[config.mk]
export PLATFORM = sky130hd
export DESIGN_NAME = sliding_window_tracker
export DESIGN_NICKNAME = d
export VERILOG_FILES = /design/src/sv/swt_pkg.sv /design/src/sv/swt_mod.sv /design/src/sv/swt_slot_ram.sv /design/src/sv/swt_out_reg.sv /design/src/sv/sliding_window_tracker.sv
export SDC_FILE = /design/constraint.sdc
export NUM_CORES = 1
export LEC_CHECK = 0
export CELL_PAD_IN_SITES_DETAIL_PLACEMENT = 0
export CELL_PAD_IN_SITES_GLOBAL_PLACEMENT = 1
export CORE_ASPECT_RATIO = 1.2
export CORE_MARGIN = 1.5
export CORE_UTILIZATION = 46
export CTS_CLUSTER_SIZE = 30
export DETAILED_ROUTE_END_ITERATION = 8
export DONT_BUFFER_PORTS = 1
export GPL_TIMING_DRIVEN = 1
export PLACE_DENSITY_LB_ADDON = 0.1
export SYNTH_ARGS = -nofsm -noshare
export SYNTH_HDL_FRONTEND = slang
export SYNTH_SLANG_ARGS = --single-unit
[constraint.sdc]
create_clock -name clk -period 6.9 [get_ports clk]
set_clock_uncertainty 0.2 [all_clocks]
set_input_delay 0.345 -clock clk [delete_from_list [all_inputs] [get_ports clk]]
set_output_delay 0.345 -clock clk [all_outputs]
set_load 0.03 [all_outputs]
[src/sv/swt_pkg.sv]
// Shared types and codes for the sliding window tracker.
// Holds the request and result codes and the result word layout.
// No dependencies.
package swt_pkg;

  typedef enum logic [2:0] {
    REQ_ACK    = 3'd0,
    REQ_DATA   = 3'd1,
    REQ_SYN    = 3'd2,
    REQ_SYNACK = 3'd3,
    REQ_SEND   = 3'd4,
    REQ_OPEN   = 3'd5
  } req_type_t;

  typedef enum logic [2:0] {
    KIND_DELIVER  = 3'd0,
    KIND_ACK      = 3'd1,
    KIND_SYNACK   = 3'd2,
    KIND_SYN      = 3'd3,
    KIND_TRANSMIT = 3'd4,
    KIND_FREED    = 3'd5,
    KIND_FULL     = 3'd6
  } res_kind_t;

  typedef enum logic [2:0] {
    ST_IDLE,
    ST_EXEC,
    ST_DRD,
    ST_DOUT,
    ST_MODW
  } state_t;

  localparam logic CFG_RESPONDER = 1'b0;
  localparam logic CFG_INITIATOR = 1'b1;

  localparam logic [31:0] RESPONDER_SEQ_RESET = 32'd500;
  localparam logic [31:0] INITIATOR_SEQ_RESET = 32'd1000;

  typedef struct packed {
    res_kind_t   kind;
    logic [31:0] seq;
    logic [31:0] ack;
    logic [15:0] tag;
    logic [3:0]  count;
    logic        last;
  } res_t;

endpackage

[src/sv/swt_mod.sv]
// Remainder of a 32-bit sequence number by the reorder slot count.
// Reciprocal multiply; value, product, remainder registered. Uses swt_pkg.
module swt_mod import swt_pkg::*; #(
  parameter int RECV_SLOTS = 8,
  localparam int IW = (RECV_SLOTS > 1) ? $clog2(RECV_SLOTS) : 1
) (
  input  logic          clk,
  input  logic          rst,
  input  logic          start,
  input  logic [31:0]   value,
  output logic          done,
  output logic [IW-1:0] rem
);

  localparam int SH = $clog2(RECV_SLOTS);
  localparam logic [63:0] DIV = 64'(RECV_SLOTS);
  localparam logic [63:0] POW = 64'd1 << (32 + SH);
  localparam logic [32:0] RECIP = 33'((POW + DIV - 64'd1) / DIV);
  localparam logic [IW-1:0] DIV_LOW = IW'(RECV_SLOTS);

  logic          v_mul;
  logic          v_sub;
  logic [31:0]   x;
  logic [64:0]   prod;
  logic [IW-1:0] x_low;
  logic [32:0]   quot;
  logic [IW-1:0] qd_low;
  logic [IW-1:0] r;

  assign quot   = 33'(prod >> (32 + SH));
  assign qd_low = quot[IW-1:0] * DIV_LOW;

  always_ff @(posedge clk) begin
    if (rst) begin
      v_mul <= 1'b0;
      v_sub <= 1'b0;
      done  <= 1'b0;
    end else begin
      v_mul <= start;
      v_sub <= v_mul;
      done  <= v_sub;
    end
  end

  always_ff @(posedge clk) begin
    if (start) begin
      x <= value;
    end
    if (v_mul) begin
      prod  <= 65'(x) * 65'(RECIP);
      x_low <= x[IW-1:0];
    end
    if (v_sub) begin
      r <= x_low - qd_low;
    end
  end

  assign rem = r;

endmodule

[src/sv/swt_slot_ram.sv]
// Reorder slot tag memory: one write port, one registered read port.
// Read data holds until the next read; depends on swt_pkg.
module swt_slot_ram import swt_pkg::*; #(
  parameter int DEPTH = 8,
  parameter int DW = 16,
  localparam int AW = (DEPTH > 1) ? $clog2(DEPTH) : 1
) (
  input  logic          clk,
  input  logic          we,
  input  logic [AW-1:0] waddr,
  input  logic [DW-1:0] wdata,
  input  logic          re,
  input  logic [AW-1:0] raddr,
  output logic [DW-1:0] rdata
);

  logic [DW-1:0] mem [DEPTH];

  always_ff @(posedge clk) begin
    if (we) begin
      mem[waddr] <= wdata;
    end
    if (re) begin
      rdata <= mem[raddr];
    end
  end

endmodule

[src/sv/swt_out_reg.sv]
// Output register for result words toward the master side.
// Loads a new word while the held one is taken; depends on swt_pkg.
module swt_out_reg import swt_pkg::*; (
  input  logic clk,
  input  logic rst,
  input  logic load,
  input  res_t din,
  input  logic take,
  output logic free,
  output logic full,
  output res_t dout
);

  assign free = !full || take;

  always_ff @(posedge clk) begin
    if (rst) begin
      full <= 1'b0;
    end else if (load) begin
      full <= 1'b1;
    end else if (take) begin
      full <= 1'b0;
    end
  end

  always_ff @(posedge clk) begin
    if (load) begin
      dout <= din;
    end
  end

endmodule

[src/sv/sliding_window_tracker.sv]
// Sliding window link tracker, top level.
// Uses swt_pkg, swt_mod, swt_slot_ram and swt_out_reg.
//
// One header event per word enters on the slave side; its type travels in
// s_tuser. Each event yields zero to RECV_SLOTS+1 result words on the master
// side, with m_tlast on the last word of the event and the kind in m_tuser.
// A simple event is accepted, then decided and loaded into the output
// register once it has room. A data word that fills the expected slot then
// drains the reorder memory in order, each delivered slot being read from
// the tag memory before it is emitted, followed by one ack word. Syn and
// syn-ack events then wait while the remainder unit finds the slot index
// of the new expected sequence. A new event is taken once the previous one
// is finished, even while its last result word still waits in the output
// register. A stalled receiver holds the block at the next word it wants to
// emit. Reset clears the sequence state and the slot valid bits, fills the
// send credits and restores the register defaults; the tag memory is not
// cleared. The user must write registers through cfg_we, cfg_index and
// cfg_data only while the block is idle; the block does not enforce this.
module sliding_window_tracker import swt_pkg::*; #(
  parameter int RECV_SLOTS = 8,
  parameter int SEND_SLOTS = 8,
  parameter int TAG_BITS = 16
) (
  input  logic        clk,
  input  logic        rst,
  input  logic        s_tvalid,
  output logic        s_tready,
  // seq_num [31:0], ack_num [63:32], payload_tag [79:64]
  input  logic [79:0] s_tdata,
  // req_type [2:0]
  input  logic [2:0]  s_tuser,
  output logic        m_tvalid,
  input  logic        m_tready,
  // res_seq [31:0], res_ack [63:32], res_tag [79:64], res_count [83:80]
  output logic [87:0] m_tdata,
  // res_kind [2:0]
  output logic [2:0]  m_tuser,
  output logic        m_tlast,
  input  logic        cfg_we,
  input  logic        cfg_index,
  input  logic [31:0] cfg_data
);

  localparam int IW = (RECV_SLOTS > 1) ? $clog2(RECV_SLOTS) : 1;
  localparam int TW = (TAG_BITS < 16) ? TAG_BITS : 16;
  localparam int CW = $clog2(SEND_SLOTS + 1);
  localparam logic [IW:0] RMOD = (IW + 1)'(RECV_SLOTS);
  localparam logic [IW-1:0] IDX_LAST = IW'(RECV_SLOTS - 1);
  localparam logic [CW-1:0] CREDIT_FULL = CW'(SEND_SLOTS);
  localparam logic [31:0] COUNT_CAP = (SEND_SLOTS < 15) ? 32'(SEND_SLOTS) : 32'd15;

  state_t state, state_next;

  req_type_t   req_q;
  logic [31:0] seq_q;
  logic [31:0] ack_q;
  logic [TW-1:0] tag_q;

  logic [31:0] cfg_resp;
  logic [31:0] cfg_init;

  logic [31:0] next_expected, next_expected_next;
  logic [31:0] last_acked, last_acked_next;
  logic [31:0] last_sent, last_sent_next;
  logic [CW-1:0] send_credit, send_credit_next;
  logic [IW-1:0] ne_idx, ne_idx_next;
  logic [RECV_SLOTS-1:0] recv_valid, recv_valid_next;

  logic s_accept;
  logic free;
  logic out_full;
  logic emit;
  res_t emit_res;
  res_t out_res;

  logic          ram_we;
  logic [IW-1:0] ram_waddr;
  logic          ram_re;
  logic [TW-1:0] ram_rdata;

  logic          mod_start;
  logic          mod_done;
  logic [IW-1:0] mod_rem;

  logic [31:0] win_diff;
  logic        in_window;
  logic [IW:0] idx_sum;
  logic [IW-1:0] wr_idx;
  logic [31:0] ack_diff;
  logic [31:0] ack_span;
  logic        ack_ok;
  logic [31:0] freed;
  logic [CW-1:0] room;
  logic        slot_ready;

  assign s_tready = (state == ST_IDLE);
  assign s_accept = s_tvalid && s_tready;

  assign win_diff  = seq_q - next_expected;
  assign in_window = win_diff < 32'(RECV_SLOTS);
  assign idx_sum   = {1'b0, ne_idx} + {1'b0, win_diff[IW-1:0]};
  assign wr_idx    = (idx_sum >= RMOD) ? IW'(idx_sum - RMOD) : idx_sum[IW-1:0];

  assign ack_diff = ack_q - (last_acked + 32'd1);
  assign ack_span = last_sent - last_acked + 32'd2;
  assign ack_ok   = ack_diff < ack_span;
  assign freed    = ack_q - last_acked;
  assign room     = CREDIT_FULL - send_credit;

  assign slot_ready = recv_valid[ne_idx];

  always_comb begin
    state_next = state;
    unique case (state)
      ST_IDLE: begin
        if (s_accept) state_next = ST_EXEC;
      end
      ST_EXEC: begin
        unique case (req_q)
          REQ_ACK: begin
            if (!ack_ok || free) state_next = ST_IDLE;
          end
          REQ_DATA: begin
            if (in_window && (seq_q == next_expected)) state_next = ST_DRD;
            else state_next = ST_IDLE;
          end
          REQ_SYN, REQ_SYNACK: begin
            if (free) state_next = ST_MODW;
          end
          REQ_SEND, REQ_OPEN: begin
            if (free) state_next = ST_IDLE;
          end
          default: state_next = ST_IDLE;
        endcase
      end
      ST_DRD: begin
        if (slot_ready) state_next = ST_DOUT;
        else if (free) state_next = ST_IDLE;
      end
      ST_DOUT: begin
        if (free) state_next = ST_DRD;
      end
      ST_MODW: begin
        if (mod_done) state_next = ST_IDLE;
      end
      default: state_next = ST_IDLE;
    endcase
  end

  always_comb begin
    next_expected_next = next_expected;
    last_acked_next    = last_acked;
    last_sent_next     = last_sent;
    send_credit_next   = send_credit;
    ne_idx_next        = ne_idx;
    recv_valid_next    = recv_valid;
    emit      = 1'b0;
    emit_res  = '0;
    ram_we    = 1'b0;
    ram_waddr = wr_idx;
    ram_re    = 1'b0;
    mod_start = 1'b0;
    unique case (state)
      ST_EXEC: begin
        unique case (req_q)
          REQ_ACK: begin
            if (ack_ok && free) begin
              emit = 1'b1;
              emit_res.kind  = KIND_FREED;
              emit_res.count = (freed > COUNT_CAP) ? 4'(COUNT_CAP) : freed[3:0];
              emit_res.last  = 1'b1;
              last_acked_next = ack_q;
              send_credit_next = (freed >= 32'(room)) ? CREDIT_FULL :
                                 send_credit + freed[CW-1:0];
            end
          end
          REQ_DATA: begin
            if (in_window) begin
              ram_we = 1'b1;
              recv_valid_next[wr_idx] = 1'b1;
            end
          end
          REQ_SYN: begin
            if (free) begin
              emit = 1'b1;
              emit_res.kind = KIND_SYNACK;
              emit_res.seq  = cfg_resp;
              emit_res.ack  = seq_q + 32'd1;
              emit_res.last = 1'b1;
              next_expected_next = seq_q + 32'd1;
              last_sent_next = cfg_resp;
              mod_start = 1'b1;
            end
          end
          REQ_SYNACK: begin
            if (free) begin
              emit = 1'b1;
              emit_res.kind = KIND_ACK;
              emit_res.seq  = ack_q;
              emit_res.ack  = seq_q + 32'd1;
              emit_res.last = 1'b1;
              next_expected_next = seq_q + 32'd1;
              last_acked_next = ack_q;
              mod_start = 1'b1;
            end
          end
          REQ_SEND: begin
            if (free) begin
              emit = 1'b1;
              emit_res.last = 1'b1;
              if (send_credit == '0) begin
                emit_res.kind = KIND_FULL;
                emit_res.seq  = last_sent + 32'd1;
              end else begin
                emit_res.kind = KIND_TRANSMIT;
                emit_res.seq  = last_sent + 32'd1;
                emit_res.ack  = next_expected;
                emit_res.tag  = 16'(tag_q);
                last_sent_next   = last_sent + 32'd1;
                send_credit_next = send_credit - CW'(1);
              end
            end
          end
          REQ_OPEN: begin
            if (free) begin
              emit = 1'b1;
              emit_res.kind = KIND_SYN;
              emit_res.seq  = cfg_init;
              emit_res.last = 1'b1;
              last_sent_next = cfg_init;
            end
          end
          default: begin
          end
        endcase
      end
      ST_DRD: begin
        if (slot_ready) begin
          ram_re = 1'b1;
        end else if (free) begin
          emit = 1'b1;
          emit_res.kind = KIND_ACK;
          emit_res.seq  = seq_q;
          emit_res.ack  = next_expected;
          emit_res.last = 1'b1;
        end
      end
      ST_DOUT: begin
        if (free) begin
          emit = 1'b1;
          emit_res.kind = KIND_DELIVER;
          emit_res.seq  = next_expected;
          emit_res.tag  = 16'(ram_rdata);
          recv_valid_next[ne_idx] = 1'b0;
          next_expected_next = next_expected + 32'd1;
          ne_idx_next = (ne_idx == IDX_LAST) ? '0 : ne_idx + IW'(1);
        end
      end
      ST_MODW: begin
        if (mod_done) ne_idx_next = mod_rem;
      end
      default: begin
      end
    endcase
  end

  always_ff @(posedge clk) begin
    if (rst) begin
      state         <= ST_IDLE;
      next_expected <= '0;
      last_acked    <= '0;
      last_sent     <= '0;
      send_credit   <= CREDIT_FULL;
      ne_idx        <= '0;
      recv_valid    <= '0;
      cfg_resp      <= RESPONDER_SEQ_RESET;
      cfg_init      <= INITIATOR_SEQ_RESET;
    end else begin
      state         <= state_next;
      next_expected <= next_expected_next;
      last_acked    <= last_acked_next;
      last_sent     <= last_sent_next;
      send_credit   <= send_credit_next;
      ne_idx        <= ne_idx_next;
      recv_valid    <= recv_valid_next;
      if (cfg_we) begin
        unique case (cfg_index)
          CFG_RESPONDER: cfg_resp <= cfg_data;
          CFG_INITIATOR: cfg_init <= cfg_data;
          default: begin
          end
        endcase
      end
    end
  end

  always_ff @(posedge clk) begin
    if (s_accept) begin
      req_q <= req_type_t'(s_tuser);
      seq_q <= s_tdata[31:0];
      ack_q <= s_tdata[63:32];
      tag_q <= s_tdata[64 +: TW];
    end
  end

  swt_slot_ram #(
    .DEPTH (RECV_SLOTS),
    .DW    (TW)
  ) u_slot_ram (
    .clk   (clk),
    .we    (ram_we),
    .waddr (ram_waddr),
    .wdata (tag_q),
    .re    (ram_re),
    .raddr (ne_idx),
    .rdata (ram_rdata)
  );

  swt_mod #(
    .RECV_SLOTS (RECV_SLOTS)
  ) u_mod (
    .clk   (clk),
    .rst   (rst),
    .start (mod_start),
    .value (seq_q + 32'd1),
    .done  (mod_done),
    .rem   (mod_rem)
  );

  swt_out_reg u_out_reg (
    .clk  (clk),
    .rst  (rst),
    .load (emit),
    .din  (emit_res),
    .take (m_tready),
    .free (free),
    .full (out_full),
    .dout (out_res)
  );

  assign m_tvalid = out_full;
  assign m_tdata  = {4'b0, out_res.count, out_res.tag, out_res.ack, out_res.seq};
  assign m_tuser  = out_res.kind;
  assign m_tlast  = out_res.last;

  a_deliver_not_last: assert property (@(posedge clk) disable iff (rst)
    (m_tvalid && (m_tuser == KIND_DELIVER)) |-> !m_tlast)
    else $error("deliver word marked last");

  a_credit_bound: assert property (@(posedge clk) disable iff (rst)
    send_credit <= CREDIT_FULL)
    else $error("send credit above slot count");

  a_index_bound: assert property (@(posedge clk) disable iff (rst)
    ne_idx <= IDX_LAST)
    else $error("expected slot index out of range");

  a_drain_valid: assert property (@(posedge clk) disable iff (rst)
    (state == ST_DOUT) |-> recv_valid[ne_idx])
    else $error("draining a slot that is not valid");

endmodule

Word level (Yosys, flattened, before mapping)
Memory sizes are Yosys's and may differ from the RTL's. A register that Yosys moved wholly into a read port is not among the register bits. Cells that the tools add are included.

Equal/unequal tests: 26. Add/subtract/negate cells: 15. Reductions and logical operators: 32. Bitwise logic cells: 7. Magnitude comparators: 9. Muxes and demuxes: 80.

Operator list (count): two-way mux 32 bit (10); case mux 32 bit (2 select lines) (3); case mux 32 bit (3 select lines) (2); two-way mux 65 bit (2); adder 32 x 1 -> 32 bit (second input constant) (4); case mux 32 bit (4 select lines) (1); subtractor 32 bit (4); case mux 35 bit (3 select lines) (1); two-way mux 83 bit (1); two-way mux 34 bit (2); two-way mux 67 bit (1); two-way mux 66 bit (1); two-way mux 48 bit (1); two-way mux 3 bit (12); adder 32 x 2 -> 32 bit (second input constant) (1); equality test 32 bit (1); greater-or-equal comparator 32 x 4 -> 1 bit (1); greater-than comparator 32 x 4 -> 1 bit (second input constant) (1); less-than comparator 32 bit (1); less-than comparator 32 x 4 -> 1 bit (second input constant) (1); two-way mux 16 bit (2); case mux 16 bit (2 select lines) (1); case mux 3 bit (5 select lines) (2); two-way mux 8 bit (3); 44 further kinds (110).

Memories kept: 1. Memory bits (writable): 128. Bits in registers: 362. Output and inout port bits: 94. Word-level logic and storage cells: 197. Bits of input ports: 121.

Memories: u_slot_ram.mem (depth 8, bits a word 16, read ports 1, clocked after memory_dff 1, write ports 1, RTL line swt_slot_ram.sv:17) `logic [DW-1:0] mem [DEPTH];`.

Depth between registers and ports, before layout
Gate-level depths: netlist (run 1).

Depth in word-level cells: 12. Depth in mapped cells: 26. Mapped depth without buffers: 25.

Modules after synthesis
A second synthesis (run 1) with hierarchy kept.

Cell total of the unflattened synthesis: 3040. Area total of the unflattened synthesis: 29649.7 um^2.

Modules (own cells, without submodules): sliding_window_tracker (instances 1, seq. area each 6055.8 um^2, area an instance 21157.8 um^2, cells an instance 2719); swt_slot_ram (instances 1, seq. area each 4324.1 um^2, area an instance 5454.0 um^2, cells an instance 214); swt_out_reg (instances 1, seq. area each 2662.6 um^2, area an instance 2688.8 um^2, cells an instance 92); swt_mod (instances 1, seq. area each 330.3 um^2, area an instance 349.1 um^2, cells an instance 15).

Least setup slack after synthesis (run 1)
No wires, ideal clock.

Path type: reg2reg. Start: register last_acked[2]. End: register u_out_reg.dout[0] in the netlist's numbering (enable). Setup slack: -0.515 ns. Stages on the path, launching flop included: 24. Arrival time: 6.766 ns. Period minus slack after synthesis: 7.415 ns. Cell sequence: dfxtp_1 -> inv_1 -> ha_1 -> ha_1 -> a21o_1 -> a21o_1 -> a2111oi_0 -> nor3_1 -> a31oi_1 -> o21bai_1 -> a21o_1 -> a21oi_1 -> xor2_1 -> ha_1 -> a21o_1 -> a21o_1 -> a221o_1 -> a2111oi_0 -> a2bb2oi_1 -> a211o_1 -> nand2_1 -> nor4_1 -> a211oi_1 -> nand2_1.

Longest elaborated chain between the ends: 7. Elaborated cells on any way between the ends: 9.

Ends and longest elaborated chain: from (decl) (RTL line sliding_window_tracker.sv:63) `logic [31:0] last_acked, last_acked_next;`; from (signal assigned) (RTL line sliding_window_tracker.sv:281) `last_acked <= last_acked_next;`; adder 32 x 1 -> 32 bit or subtractor 32 bit (tied branches) (RTL line sliding_window_tracker.sv:104, sliding_window_tracker.sv:105); subtractor 32 bit or adder 32 x 2 -> 32 bit (tied branches) (RTL line sliding_window_tracker.sv:104, sliding_window_tracker.sv:105); less-than comparator 32 bit * (RTL line sliding_window_tracker.sv:106) `assign ack_ok = ack_diff < ack_span;`; logical AND 1 bit * (RTL line sliding_window_tracker.sv:167) `if (ack_ok && free) begin`; two-way mux 1 bit * (RTL line sliding_window_tracker.sv:167); case mux 1 bit (2 select lines) * (RTL line sliding_window_tracker.sv:165) `unique case (req_q)`; case mux 1 bit (3 select lines) * (RTL line sliding_window_tracker.sv:163) `unique case (state)`; via emit (RTL line sliding_window_tracker.sv:72) `logic emit;`; to (signal assigned) (RTL line swt_out_reg.sv:28) `dout <= din;`; to (decl) (RTL line swt_out_reg.sv:11) `output res_t dout`.

The timed path passes the listed nets; every way through them passes the cells marked *. A chain may end at the register's enable or synchronous reset.

Final worst setup path (run 1)
Start: register last_acked[2]. End: register u_out_reg.dout[29] in the netlist's numbering (enable).

Same word-level chain as after synthesis.

==> summary.md, run 1 <==
| Metric | Value |
|---|---|
| Grt ovf | 0 |
| Critical Path Source Type | flip-flop |
| Final worst-path cycle share | 92.4% |
| Wire length per cell | 24.8 um |
| Critical Path Most Common Cell | a21o_1 |
| R2R Path Start | last_acked[2]$_SDFFE_PP0P_ |
| Cell area after layout | around 33000 um^2 |
| Failing checks | hold timing |
| CTS buffer count | 53 |
| Fin. max-slew vios | 0 |
| Mapped Area | 29300 um^2 |
| Max_cap viols | 0 |
| Avg Cell Area, Syn | 9.45 um^2 |
| FF-to-FF End | u_out_reg.dout[29]$_DFFE_PP_ |
| Min-Delay Startpoint | rst |
| Unrepaired setup endpoints after global routing | no |
| Area post-placement | 30200 um^2 |
| Delay-heaviest family, CP | compound AO/OA/AOI/OAI gates |
| CTS tree | yes |
| PortBufs | 0 |
| Antenna-violating nets left | 0 |
| Critical Path Sink Type | flip-flop |
| Clock sinks | between 500 and 600 |
| IO Pins | 215 |
| Initial Utilization | 46.4% |
| Top-count cell post-synth | nand2_1 |
| Share of layout cells above drive strength 1 | under 10% |
| Worst Hold Class | in2reg |
| Syn Inst Count | 3097 |
| Final hold slack | -23.4 ps |
| Crit-path slowest cell | a2111oi_1 |
| Global-route wire length before repair | 148 mm |
| Critical Path AT | approximately 6500 ps |
| Synth top area share | 33.3% |
| Vias in the first global route | 23584 |
| Post-synth top cells | nand2_1 (389), edfxtp_1 (324), a21oi_1 (257) |
| Leakage | 11.8 nW |
| CP peak stage delay | 440 ps |
| Ys flop type | edfxtp_1 |
| Yosys warns | 0 |
| Finish-stage setup viols | 0 |
| Register-to-Register Path Depth | 24 |
| Die width | 233 um |
| Final hold viol count | 1 |
| WHS Endpoint | next_expected[3]$_SDFFE_PP0P_ |
| Setup_tns | 0 ps |
| Aggregate routed wire length | 100 mm |
| Crit path max fanout | 38 |
| Post-DP HPWL | 72.7 mm |
| Relative max-transition margin | 27.9% |
| NumNets Final | 3457 |
| Crit-path cells | inv_1 -> ha_1 -> ha_1 -> a21o_1 -> a21o_1 -> a2111oi_1 -> nor3_1 -> a31oi_1 -> o21bai_1 -> a21o_1 -> a21oi_1 -> xor2_1 -> ha_1 -> a21o_1 -> a21o_1 -> a221o_1 -> a2111oi_1 -> a2bb2oi_1 -> a211o_1 -> nand2_1 -> nor4_2 -> a211oi_1 -> nand2_4 -> buf_12 |
| Critical path type | reg2reg |
| Worst reg2reg setup slack | ~530 ps |
| Yosys top cell by area | edfxtp_1 |
| Post-synth EDFFs | 324 |
| DRC | 0 |
| Outcome | finished, violations left |
| Clock root cell | clkbuf_16 |
| Row cnt | 101 |
| Worst-path clk slew | 70 ps |
| 1st-iter DRT viols | 1877 |
| GRT Overall Usage | 30.3% |
| Worst Tran Pin Value | 1080 ps |
| Largest net degree at the start of global routing | 190 |
| Post-synthesis sequential area ratio | around 46% |
| WP buf/inv | 2 |
| Clk_lat worst skew | roughly 640 ps |
| Seq cells post-synth | 506 |
| Synth cell types | 87 |
| FFs w/ async S/R, synth | 0% |
| Longest Clk Path Bufs | 3 |
| PwrDens | 248 nW/um^2 |
| Hold Crit Depth | 2 |
| H-tree levels | 2 |
| Pwr Total | 8.27 mW |
| Die Y | 279 um |
| Via count of the routed design | around 24000 |
| Max Fclk | 157 MHz |
| Final min period | 6370 ps |
| Total core area | 63100 um^2 |
| Die area | 65100 um^2 |
| Synth-to-Final Area Change | 14.2% |
| Via density per instance | 6.06 |
| Critical Path RT | about 7000 ps |
| Initial antenna violation count | 5 |
| Maximum vdd drop | roughly 0.2 mV |
| Gp weighted congestion | 0.926 |
| Top cells by area, synth | edfxtp_1 (33%), dfxtp_1 (12%), ha_1 (7.2%) |
| DR pass1 iterations | 7 |
## logic make-up (layout without fill, tap and decap cells)
kind of cell / Yosys count / in the layout / share of synthesized area (%)
flip-flops: 506 / 506 / 45.7
multiplexers: 85 / 85 / 2.98
buffers and inverters: 299 / 405 / 3.96
AO/OA/AOI/OAI: 821 / 821 / 17.8
AND/OR/NAND/NOR: 1042 / 1042 / 16.8
adder cells (fa/ha/maj): 175 / 175 / 7.64
other: 1 / 8 / 0.0128
XOR/XNOR: 168 / 168 / 5.03
## registers in the layout (all words and copies together) (netlist names), 4 cells and up
register and count:
ack_q 32, cfg_init 32, cfg_resp 32, last_acked 32, last_sent 32, next_expected 32, recv_valid 8, send_credit 4
seq_q 32, tag_q 16, u_out_reg.dout 88, u_slot_ram.mem 128, u_slot_ram.rdata 16
## where the power goes
part           total, mW  internal, mW  switching [mW]
registers           3.47          3.33           0.147
clock network       3.04          1.77            1.28
logic               1.76         0.703            1.05
## routing by layer
layer	global-route usage, %	wire (um)	vias up
met2	53.9	50900	766
met3	3.80	4960	172
met1	37.4	40900	11994
met5	0	42	-
li1	-	-	11511
met4	10.6	3420	6
## layout make-up
| type | count | area, um^2 |
|---|---|---|
| repair buffers | 178 | 1720 |
| fillers | 5736 | 29700 |
| clock buffers | 69 | 1420 |
| well taps | 824 | 1030 |
| multi-input cells | 2295 | 14900 |
| inverters | 127 | 477 |
| clock inverters | 31 | 428 |
| flip-flops and latches | 506 | 13400 |
| diodes | 4 | 10.0 |
## worst max path at each step
stage | from | endpoint | depth (start not counted)
after floorplan | last_acked[2]$_SDFFE_PP0P_ | u_out_reg.dout[0]$_DFFE_PP_ | 23
after global placement | last_acked[2]$_SDFFE_PP0P_ | u_out_reg.dout[34]$_DFFE_PP_ | 24
after detailed placement | last_acked[2]$_SDFFE_PP0P_ | u_out_reg.dout[16]$_DFFE_PP_ | 24
after CTS | last_acked[2]$_SDFFE_PP0P_ | u_out_reg.dout[34]$_DFFE_PP_ | 24
after global routing | last_sent[1]$_SDFFE_PP0P_ | u_out_reg.dout[29]$_DFFE_PP_ | 25
final | last_acked[2]$_SDFFE_PP0P_ | u_out_reg.dout[29]$_DFFE_PP_ | 24
## through the flow
| stage | setup WS (ps) | utilization (%) | hold slack, ps | instances |
|---|---|---|---|---|
| after floorplan | 308 | - | 200 | 3100 |
| after global placement | 433 | 47.8 | 203 | 3795 |
| after detailed placement | 323 | 47.9 | 208 | 3796 |
| after CTS | 278 | 52.9 | 3.33 | 4027 |
| after global routing | 2.20 | 53.0 | 24.9 | 4032 |
| final | 525 | 53.0 | -23.4 | 4034 |
## repair_timing
item	4_1_cts	5_1_grt
hold buffers	131	0
endpoints found under the hold margin	265	0
buffers inserted	0	3
setup endpoints to repair	0	77
resized for setup	0	4
## cells in the final DEF (no fill, tap or decap), types with 10 or more instances in the layout
| cell | count |
|---|---|
| clkbuf_1 | 13 |
| clkbuf_16 | 53 |
| a211oi_1 | 35 |
| o22ai_1 | 13 |
| a31oi_1 | 15 |
| mux2i_1 | 69 |
| and3_1 | 29 |
| a22o_1 | 21 |
| nand2b_1 | 21 |
| nor3_1 | 71 |
| nand4_1 | 54 |
| or2_2 | 13 |
| dlygate4sd3_1 | 130 |
| nor2b_1 | 20 |
| dfxtp_1 | 182 |
| xnor2_1 | 83 |
| nand2_1 | 388 |
| o21bai_1 | 15 |
| or3_1 | 20 |
| xor2_1 | 85 |
| nor4_1 | 33 |
| nand3_1 | 78 |
| a21o_1 | 52 |
| nand3b_1 | 14 |
| o21a_1 | 17 |
| nor2_1 | 224 |
| o21ai_0 | 185 |
| a22oi_1 | 94 |
| mux2_2 | 16 |
| and4_1 | 11 |
| buf_4 | 43 |
| edfxtp_1 | 324 |
| o31ai_1 | 10 |
| a21oi_1 | 255 |
| ha_1 | 169 |
| inv_1 | 126 |
(Power assumes the default switching activity.)
==> run 2: changes to the inputs <==
--- a/config.mk
+++ b/config.mk
@@ -9,7 +9,7 @@
 export CELL_PAD_IN_SITES_GLOBAL_PLACEMENT = 1
 export CORE_ASPECT_RATIO = 1.2
 export CORE_MARGIN = 1.5
-export CORE_UTILIZATION = 46
+export CORE_UTILIZATION = 35
 export CTS_CLUSTER_SIZE = 30
 export DETAILED_ROUTE_END_ITERATION = 8
 export DONT_BUFFER_PORTS = 1
==> constraint.sdc (replaced) <==
create_clock -name clk -period 6.9 [get_ports clk]
set_clock_uncertainty 0.2 [all_clocks]
set_input_delay 0.69 -clock clk [delete_from_list [all_inputs] [get_ports clk]]
set_output_delay 0.69 -clock clk [all_outputs]
set_load 0.03 [all_outputs]
==> run 2 against run 1 <==
Compared with the run above: the flow now finishes without violations; sequential cell count unchanged; worst setup slack worse by 36 ps; maximum frequency down 0.56%; non-clock buffer count down 9; total power down 0.26%; register-to-register slack worse by 40 ps; final area up 0.81%; sequential power about the same; cell count up 7.1%; combinational power about the same; wire length up 6.6%; critical path type unchanged; largest cell class unchanged.
==> summary.md, run 2 (synthesis results as in run 1) <==
| Metric | Value |
|---|---|
| Outcome | complete, no violations |
| Setup_tns | 0 ps (unchanged) |
| Post-DP HPWL | 78.1 mm (+7.3%) |
| Share of power burned in combinational logic | 21.3% (about the same) |
| Unrepaired setup endpoints after global routing | no |
| DRC | 0 (unchanged) |
| Final min period | 6410 ps (+36.0 ps) |
| Critical Path AT | 6520 ps (+50 ps) |
| Initial Utilization | 35.5% (-11 points) |
| Worst-path clk slew | 60 ps (about the same) |
| Clk_lat worst skew | 670 ps (+30 ps) |
| Routing usage on met3 | 3.82% (+0.020 points) |
| Die Y | 320 um (+14%) |
| Top flop regs | u_slot_ram.mem x128, u_out_reg.dout x88 |
| Int Pwr | 5.68 mW (-2.0%) |
| Met1 usage | 30.5% (-6.9 points) |
| Relative max-transition margin | 20.0% (-7.9 points) |
| Cell area after layout | 33700 um^2 (+0.81%) |
| Initial antenna violation count | 6 (+1) |
| IO Pins | 215 (unchanged) |
| Setup ws final | 489 ps (-36.0 ps) |
| Maximum vdd drop | 0.211 mV (+5.7%) |
| Clk pwr share | 36.5% (-0.3 points) |
| Most common cell after layout, fill and taps aside | nand2_1 |
| Commonest cells after routing, fill and taps aside | nand2_1 (388), edfxtp_1 (324), a21oi_1 (255) |
| Via count of the routed design | 24340 (-0.45%) |
| Die width | 267 um (+14%) |
| Via density per instance | 5.63 (-7.0%) |
| Row cnt | 115 (+14%) |
| H-tree levels | 2 (unchanged) |
| Aggregate routed wire length | 107 mm (+6.6%) |
| Area post-placement | 30600 um^2 (+1.4%) |
| Largest net degree at the start of global routing | 163 (-14%) |
| Total core area | 82300 um^2 (+31%) |
| CTS buffer count | 57 (+7.5%) |
| PwrDens | 245 nW/um^2 (-1.1%) |
| Max Fclk | 156 MHz (-0.56%) |
| Synth-to-Final Area Change | 15.1% |
| Longest Clk Path Bufs | 3 (unchanged) |
| P_sw | 2.57 mW (+3.9%) |
| Clock sinks | 506 (unchanged) |
| Worst Hold Class | in2reg |
| Die area | 85300 um^2 (+31%) |
| Antenna-violating nets left | 0 (unchanged) |
| Global-route wire length before repair | 157 mm (+6.1%) |
| Crit-path slowest cell | a2111oi_0 |
| Finish-stage setup viols | 0 (unchanged) |
| CTS tree | yes |
| WP buf/inv | 3 (+1) |
| Delay-heaviest family, CP | compound AO/OA/AOI/OAI gates |
| Crit path max fanout | 36 (-5.3%) |
| DR pass1 iterations | 6 (-1) |
| Most flops, register | u_slot_ram.mem |
| Final hold slack | 51.4 ps (+74.8 ps) |
| GR Util met2 | 43.7% (-10 points) |
| Most Crowded Layer GR | met2 |
| PortBufs | 0 (unchanged) |
| Leakage | 11.7 nW (-0.24%) |
| Gp weighted congestion | 0.906 (-2.2%) |
| Wire length per cell | 24.7 um (-0.48%) |
| Critical path type | reg2reg |
| 1st-iter DRT viols | 1826 (-2.7%) |
| Sw Share | 31.2% (+1.2 points) |
| Worst Tran Pin Value | 1200 ps (+118 ps) |
| Clock root cell | clkbuf_16 |
| Largest register FFs | 128 (unchanged) |
| Max_cap viols | 0 (unchanged) |
| Critical Path Sink Type | flip-flop |
| Critical Path Source Type | flip-flop |
| Critical Path RT | 7010 ps (+20 ps) |
| Final worst-path cycle share | 92.9% (+0.52 points) |
| Critical Path Most Common Cell | a21o_1 |
| Grt ovf | 0 (unchanged) |
| CP peak stage delay | 440 ps (about the same) |
| Vias in the first global route | 24060 (+2.0%) |
| NumNets Final | 3452 (-0.14%) |
| Pre-CTS WS | 316 ps (-6.48 ps) |
| Final hold viol count | 0 (-1) |
| Pwr Total | 8.25 mW (-0.26%) |
| Share of layout cells above drive strength 1 | 6.99% (+0.38 points) |
| Seq pwr share | 42.2% (+0.2 points) |
| GRT Overall Usage | 24.6% (-5.7 points) |
| Fin. max-slew vios | 0 (unchanged) |
run 2: cell types whose count changed in the layout (fill, tap and decap cells not counted), moves of 3 or more:
cell,delta
a2111oi_0,+3
a2111oi_1,-3
buf_12,+3
buf_4,+4
bufinv_16,-5
clkbuf_16,+4
clkbuf_8,-3
clkinv_1,+3
clkinv_2,+6
clkinvlp_4,+4
dlygate4sd3_1,-15
run 2: routing by layer:
layer  wire (um)  share of wire (%)
met1       44800                 42
met2       54100                 51
met3        4920                4.6
met4        2870                2.7
met5          27              0.025
run 2: repair_timing:
action,4_1_cts,5_1_grt
endpoints found under the setup margin,0,62
endpoints found under the hold margin,245,0
gates resized for setup,0,1
hold buffers,117,0
setup buffers,0,2
run 2: stage by stage:
stage          cells  util, %
2_1_floorplan   3100        -
3_3_place_gp    4089     37.2
3_5_place_dp    4089     37.2
4_1_cts         4314     40.9
5_1_grt         4318     40.9
6_report        4320     40.9
run 2: area by class of cell:
type	instances	area, um^2
fillers	8126	48600
multi-input cells	2295	14900
flip-flops and latches	506	13400
repair buffers	169	1650
clock buffers	68	1470
well taps	1111	1390
inverters	127	477
clock inverters	40	368
diodes	4	10.0
run 2: path summary, 6_finish.rpt:
check	endpoint	start	cells after the start	slack, ps
min	recv_valid[1]$_SDFFE_PP0P_	rst	2	50
max reg2reg	u_out_reg.dout[84]$_DFFE_PP_	last_acked[2]$_SDFFE_PP0P_	25	490
min reg2reg	u_mod.rem[2]$_DFFE_PP_	u_mod.x_low[2]$_DFFE_PP_	0	220
max	u_out_reg.dout[84]$_DFFE_PP_	last_acked[2]$_SDFFE_PP0P_	25	490
run 2: power groups by stage:
stage / sequential, mW / combinational [mW] / clock [mW]
2_1_floorplan: 3.48 / 1.21 / 0
4_1_cts: 3.48 / 1.75 / 3.08
6_report: 3.48 / 1.76 / 3.01
5_1_grt: 3.49 / 1.94 / 3.19
3_5_place_dp: 3.55 / 1.66 / 0
3_3_place_gp: 3.55 / 1.65 / 0
==> run 3: changes to the inputs <==
--- a/config.mk
+++ b/config.mk
@@ -17,4 +17,5 @@
 export PLACE_DENSITY_LB_ADDON = 0.1
 export SYNTH_ARGS = -nofsm -noshare
 export SYNTH_HDL_FRONTEND = slang
+export SYNTH_HIERARCHICAL = 1
 export SYNTH_SLANG_ARGS = --single-unit
==> run 3 against run 2 <==
Compared with the run above: synthesized cell count down 2.5%; critical path type unchanged; sequential cell count stayed put; sequential share of layout area is 0.42 points lower; combinational power rose by 30%; global-route usage increased by 0.66 points; largest power group unchanged; core utilization is 0.20 points lower; register-to-register slack got worse by 140 ps.
==> summary.md, run 3 <==
| Metric | Value |
|---|---|
| Initial Utilization | 35.4% (-0.17 points) |
| Clk_lat worst skew | 670 ps (about the same) |
| Fin. max-slew vios | 0 (unchanged) |
| Most flops, register | u_slot_ram/mem |
| Unrepaired setup endpoints after global routing | no |
| Crit path max fanout | 40 (+11%) |
| Clock root cell | clkbuf_16 |
| 1st-iter DRT viols | 2150 (+18%) |
| Max_cap viols | 0 (unchanged) |
| Critical Path AT | 6660 ps (+140 ps) |
| Share of layout cells above drive strength 1 | 8.73% (+1.7 points) |
| Final hold viol count | 0 (unchanged) |
| IO Pins | 215 (unchanged) |
| Largest register FFs | 128 (unchanged) |
| Antenna-violating nets left | 0 (unchanged) |
| Relative max-transition margin | 27.2% (+7.2 points) |
| Clock sinks | 506 (unchanged) |
| Max Fclk | 153 MHz (-2.2%) |
| Row cnt | 116 (+0.87%) |
| GRT Overall Usage | 25.3% (+0.66 points) |
| Worst Tran Pin Value | 1090 ps (-107 ps) |
| CP peak stage delay | 430 ps (about the same) |
| DR pass1 iterations | 8 (+2) |
| Largest net degree at the start of global routing | 86 (-47%) |
| Delay-heaviest family, CP | compound AO/OA/AOI/OAI gates |
| DRC | 0 (unchanged) |
| Worst-path clk slew | 70 ps (about the same) |
| H-tree levels | 2 (unchanged) |
| Avg Cell Area, Syn | 9.79 um^2 (+3.7%) |
| Commonest cells after routing, fill and taps aside | nand2_1 (348), edfxtp_1 (324), a21oi_1 (288) |
| Critical Path Sink Type | flip-flop |
| Maximum vdd drop | 0.208 mV (-1.1%) |
| Setup_tns | 0 ps (unchanged) |
| Leakage | 12.0 nW (+2.2%) |
| Yosys warns | 6 (+6) |
| Via density per instance | 5.66 (+0.43%) |
| Outcome | complete, no violations |
| Longest Clk Path Bufs | 3 (unchanged) |
| Initial antenna violation count | 6 (unchanged) |
| Top flop regs | u_slot_ram/mem x128, u_out_reg/dout x88 |
| CTS buffer count | 57 (unchanged) |
| Die Y | 321 um (+0.54%) |
| Crit-path slowest cell | fa_1 |
| Mapped Area | 29600 um^2 (+1.1%) |
| Syn Inst Count | 3019 (-2.5%) |
| Most common cell after layout, fill and taps aside | nand2_1 |
| Worst Hold Class | in2reg |
| Critical path type | reg2reg |
| Wire length per cell | 26.1 um (+5.4%) |
| Die area | 86200 um^2 (+1.1%) |
| Synth-to-Final Area Change | 15.1% (about the same) |
| Via count of the routed design | 24117 (-0.92%) |
| Die width | 268 um (+0.54%) |
| CTS tree | yes |
| Grt ovf | 0 (unchanged) |
| Finish-stage setup viols | 0 (unchanged) |
| Final worst-path cycle share | 95.0% (+2.1 points) |
| Critical Path Source Type | flip-flop |
| PwrDens | 267 nW/um^2 (+9.1%) |
| PortBufs | 0 (unchanged) |
| NumNets Final | 3387 (-1.9%) |
| Post-DP HPWL | 81.3 mm (+4.2%) |
| Vias in the first global route | 23684 (-1.6%) |
| Total core area | 83600 um^2 (+1.6%) |
| Pwr Total | 9.10 mW (+10%) |
| Aggregate routed wire length | 111 mm (+4.0%) |
| Gp weighted congestion | 0.938 (+3.5%) |
| Critical Path Most Common Cell | a21o_1 |
| Global-route wire length before repair | 161 mm (+2.1%) |
| Final min period | 6550 ps (+142 ps) |
| WP buf/inv | 4 (+1) |
| Critical Path RT | 7010 ps (about the same) |
[run 3: path summary, 6_finish.rpt]
| path | startpoint | slack (ps) | to | cells after the start |
|---|---|---|---|---|
| worst max-delay path | last_sent[1]$_SDFFE_PP0P_ | 350 | u_out_reg/dout[42]$_DFFE_PP_ | 27 |
| worst min-delay path | rst | 70 | state[1]$_SDFFE_PP0P_ | 2 |
| worst max register to register | last_sent[1]$_SDFFE_PP0P_ | 350 | u_out_reg/dout[42]$_DFFE_PP_ | 27 |
| worst min register to register | u_mod/x_low[1]$_DFFE_PP_ | 220 | u_mod/rem[1]$_DFFE_PP_ | 0 |
[run 3: where the power goes]
part,total (mW),internal (mW),switching [mW]
clock,3.20,1.83,1.37
sequential,3.62,3.38,0.241
combinational,2.28,0.875,1.40
[run 3: final cells by class]
cell class	count	area, um^2
timing repair buffer	177	1730
inverter	128	480
sequential	506	13400
fill	8247	49600
clock inverter	40	484
antenna	1	2.50
multi-input combinational	2221	15100
clock buffer	68	1490
tap	1121	1400
[run 3: per-stage QoR]
stage          hold slack (ps)  std cells  area [um^2]  worst slack (ps)  utilization (%)
6_report                  71.9       4262        34000               347             40.7
5_1_grt                   47.3       4261        34000              48.5             40.7
4_1_cts                   20.5       4260        34000              56.4             40.6
3_5_place_dp               207       4034        30800               131             36.8
3_3_place_gp               209       4034        30800               193             36.8
2_1_floorplan              200       3022        29600               344                -
[run 3: timing repair]
action | 4_1_cts | 5_1_grt
hold buffers | 118 | 0
hold endpoints to repair | 211 | 0
setup endpoints to repair | 0 | 102
buffers inserted | 0 | 0
gates resized for setup | 0 | 10
[run 3: worst register-to-register path, cell delays in order (launching register included)]
cell and delay (ps):
dfxtp_1 400, inv_1 70, ha_1 270, inv_1 40, ha_1 220, fa_1 430, a211o_1 300, a2111oi_1 390
buf_4 180, nand4b_1 150, a21oi_1 150, o21ai_1 190, a31oi_1 180, a41oi_2 290, nand2b_1 80, a21oi_1 170
xor2_1 170, ha_1 280, a21o_1 170, a21o_1 180, a21o_1 170, a21o_1 190, a211oi_2 280, o22ai_2 170
nor2_2 210, or3_1 150, nand2b_4 230, buf_16 260
[run 3: per-layer routing]
layer	GRT usage (%)	wire length (um)
met5	0	61
met4	6.68	2720
met3	3.59	5820
met2	43.8	55000
met1	32.7	47500
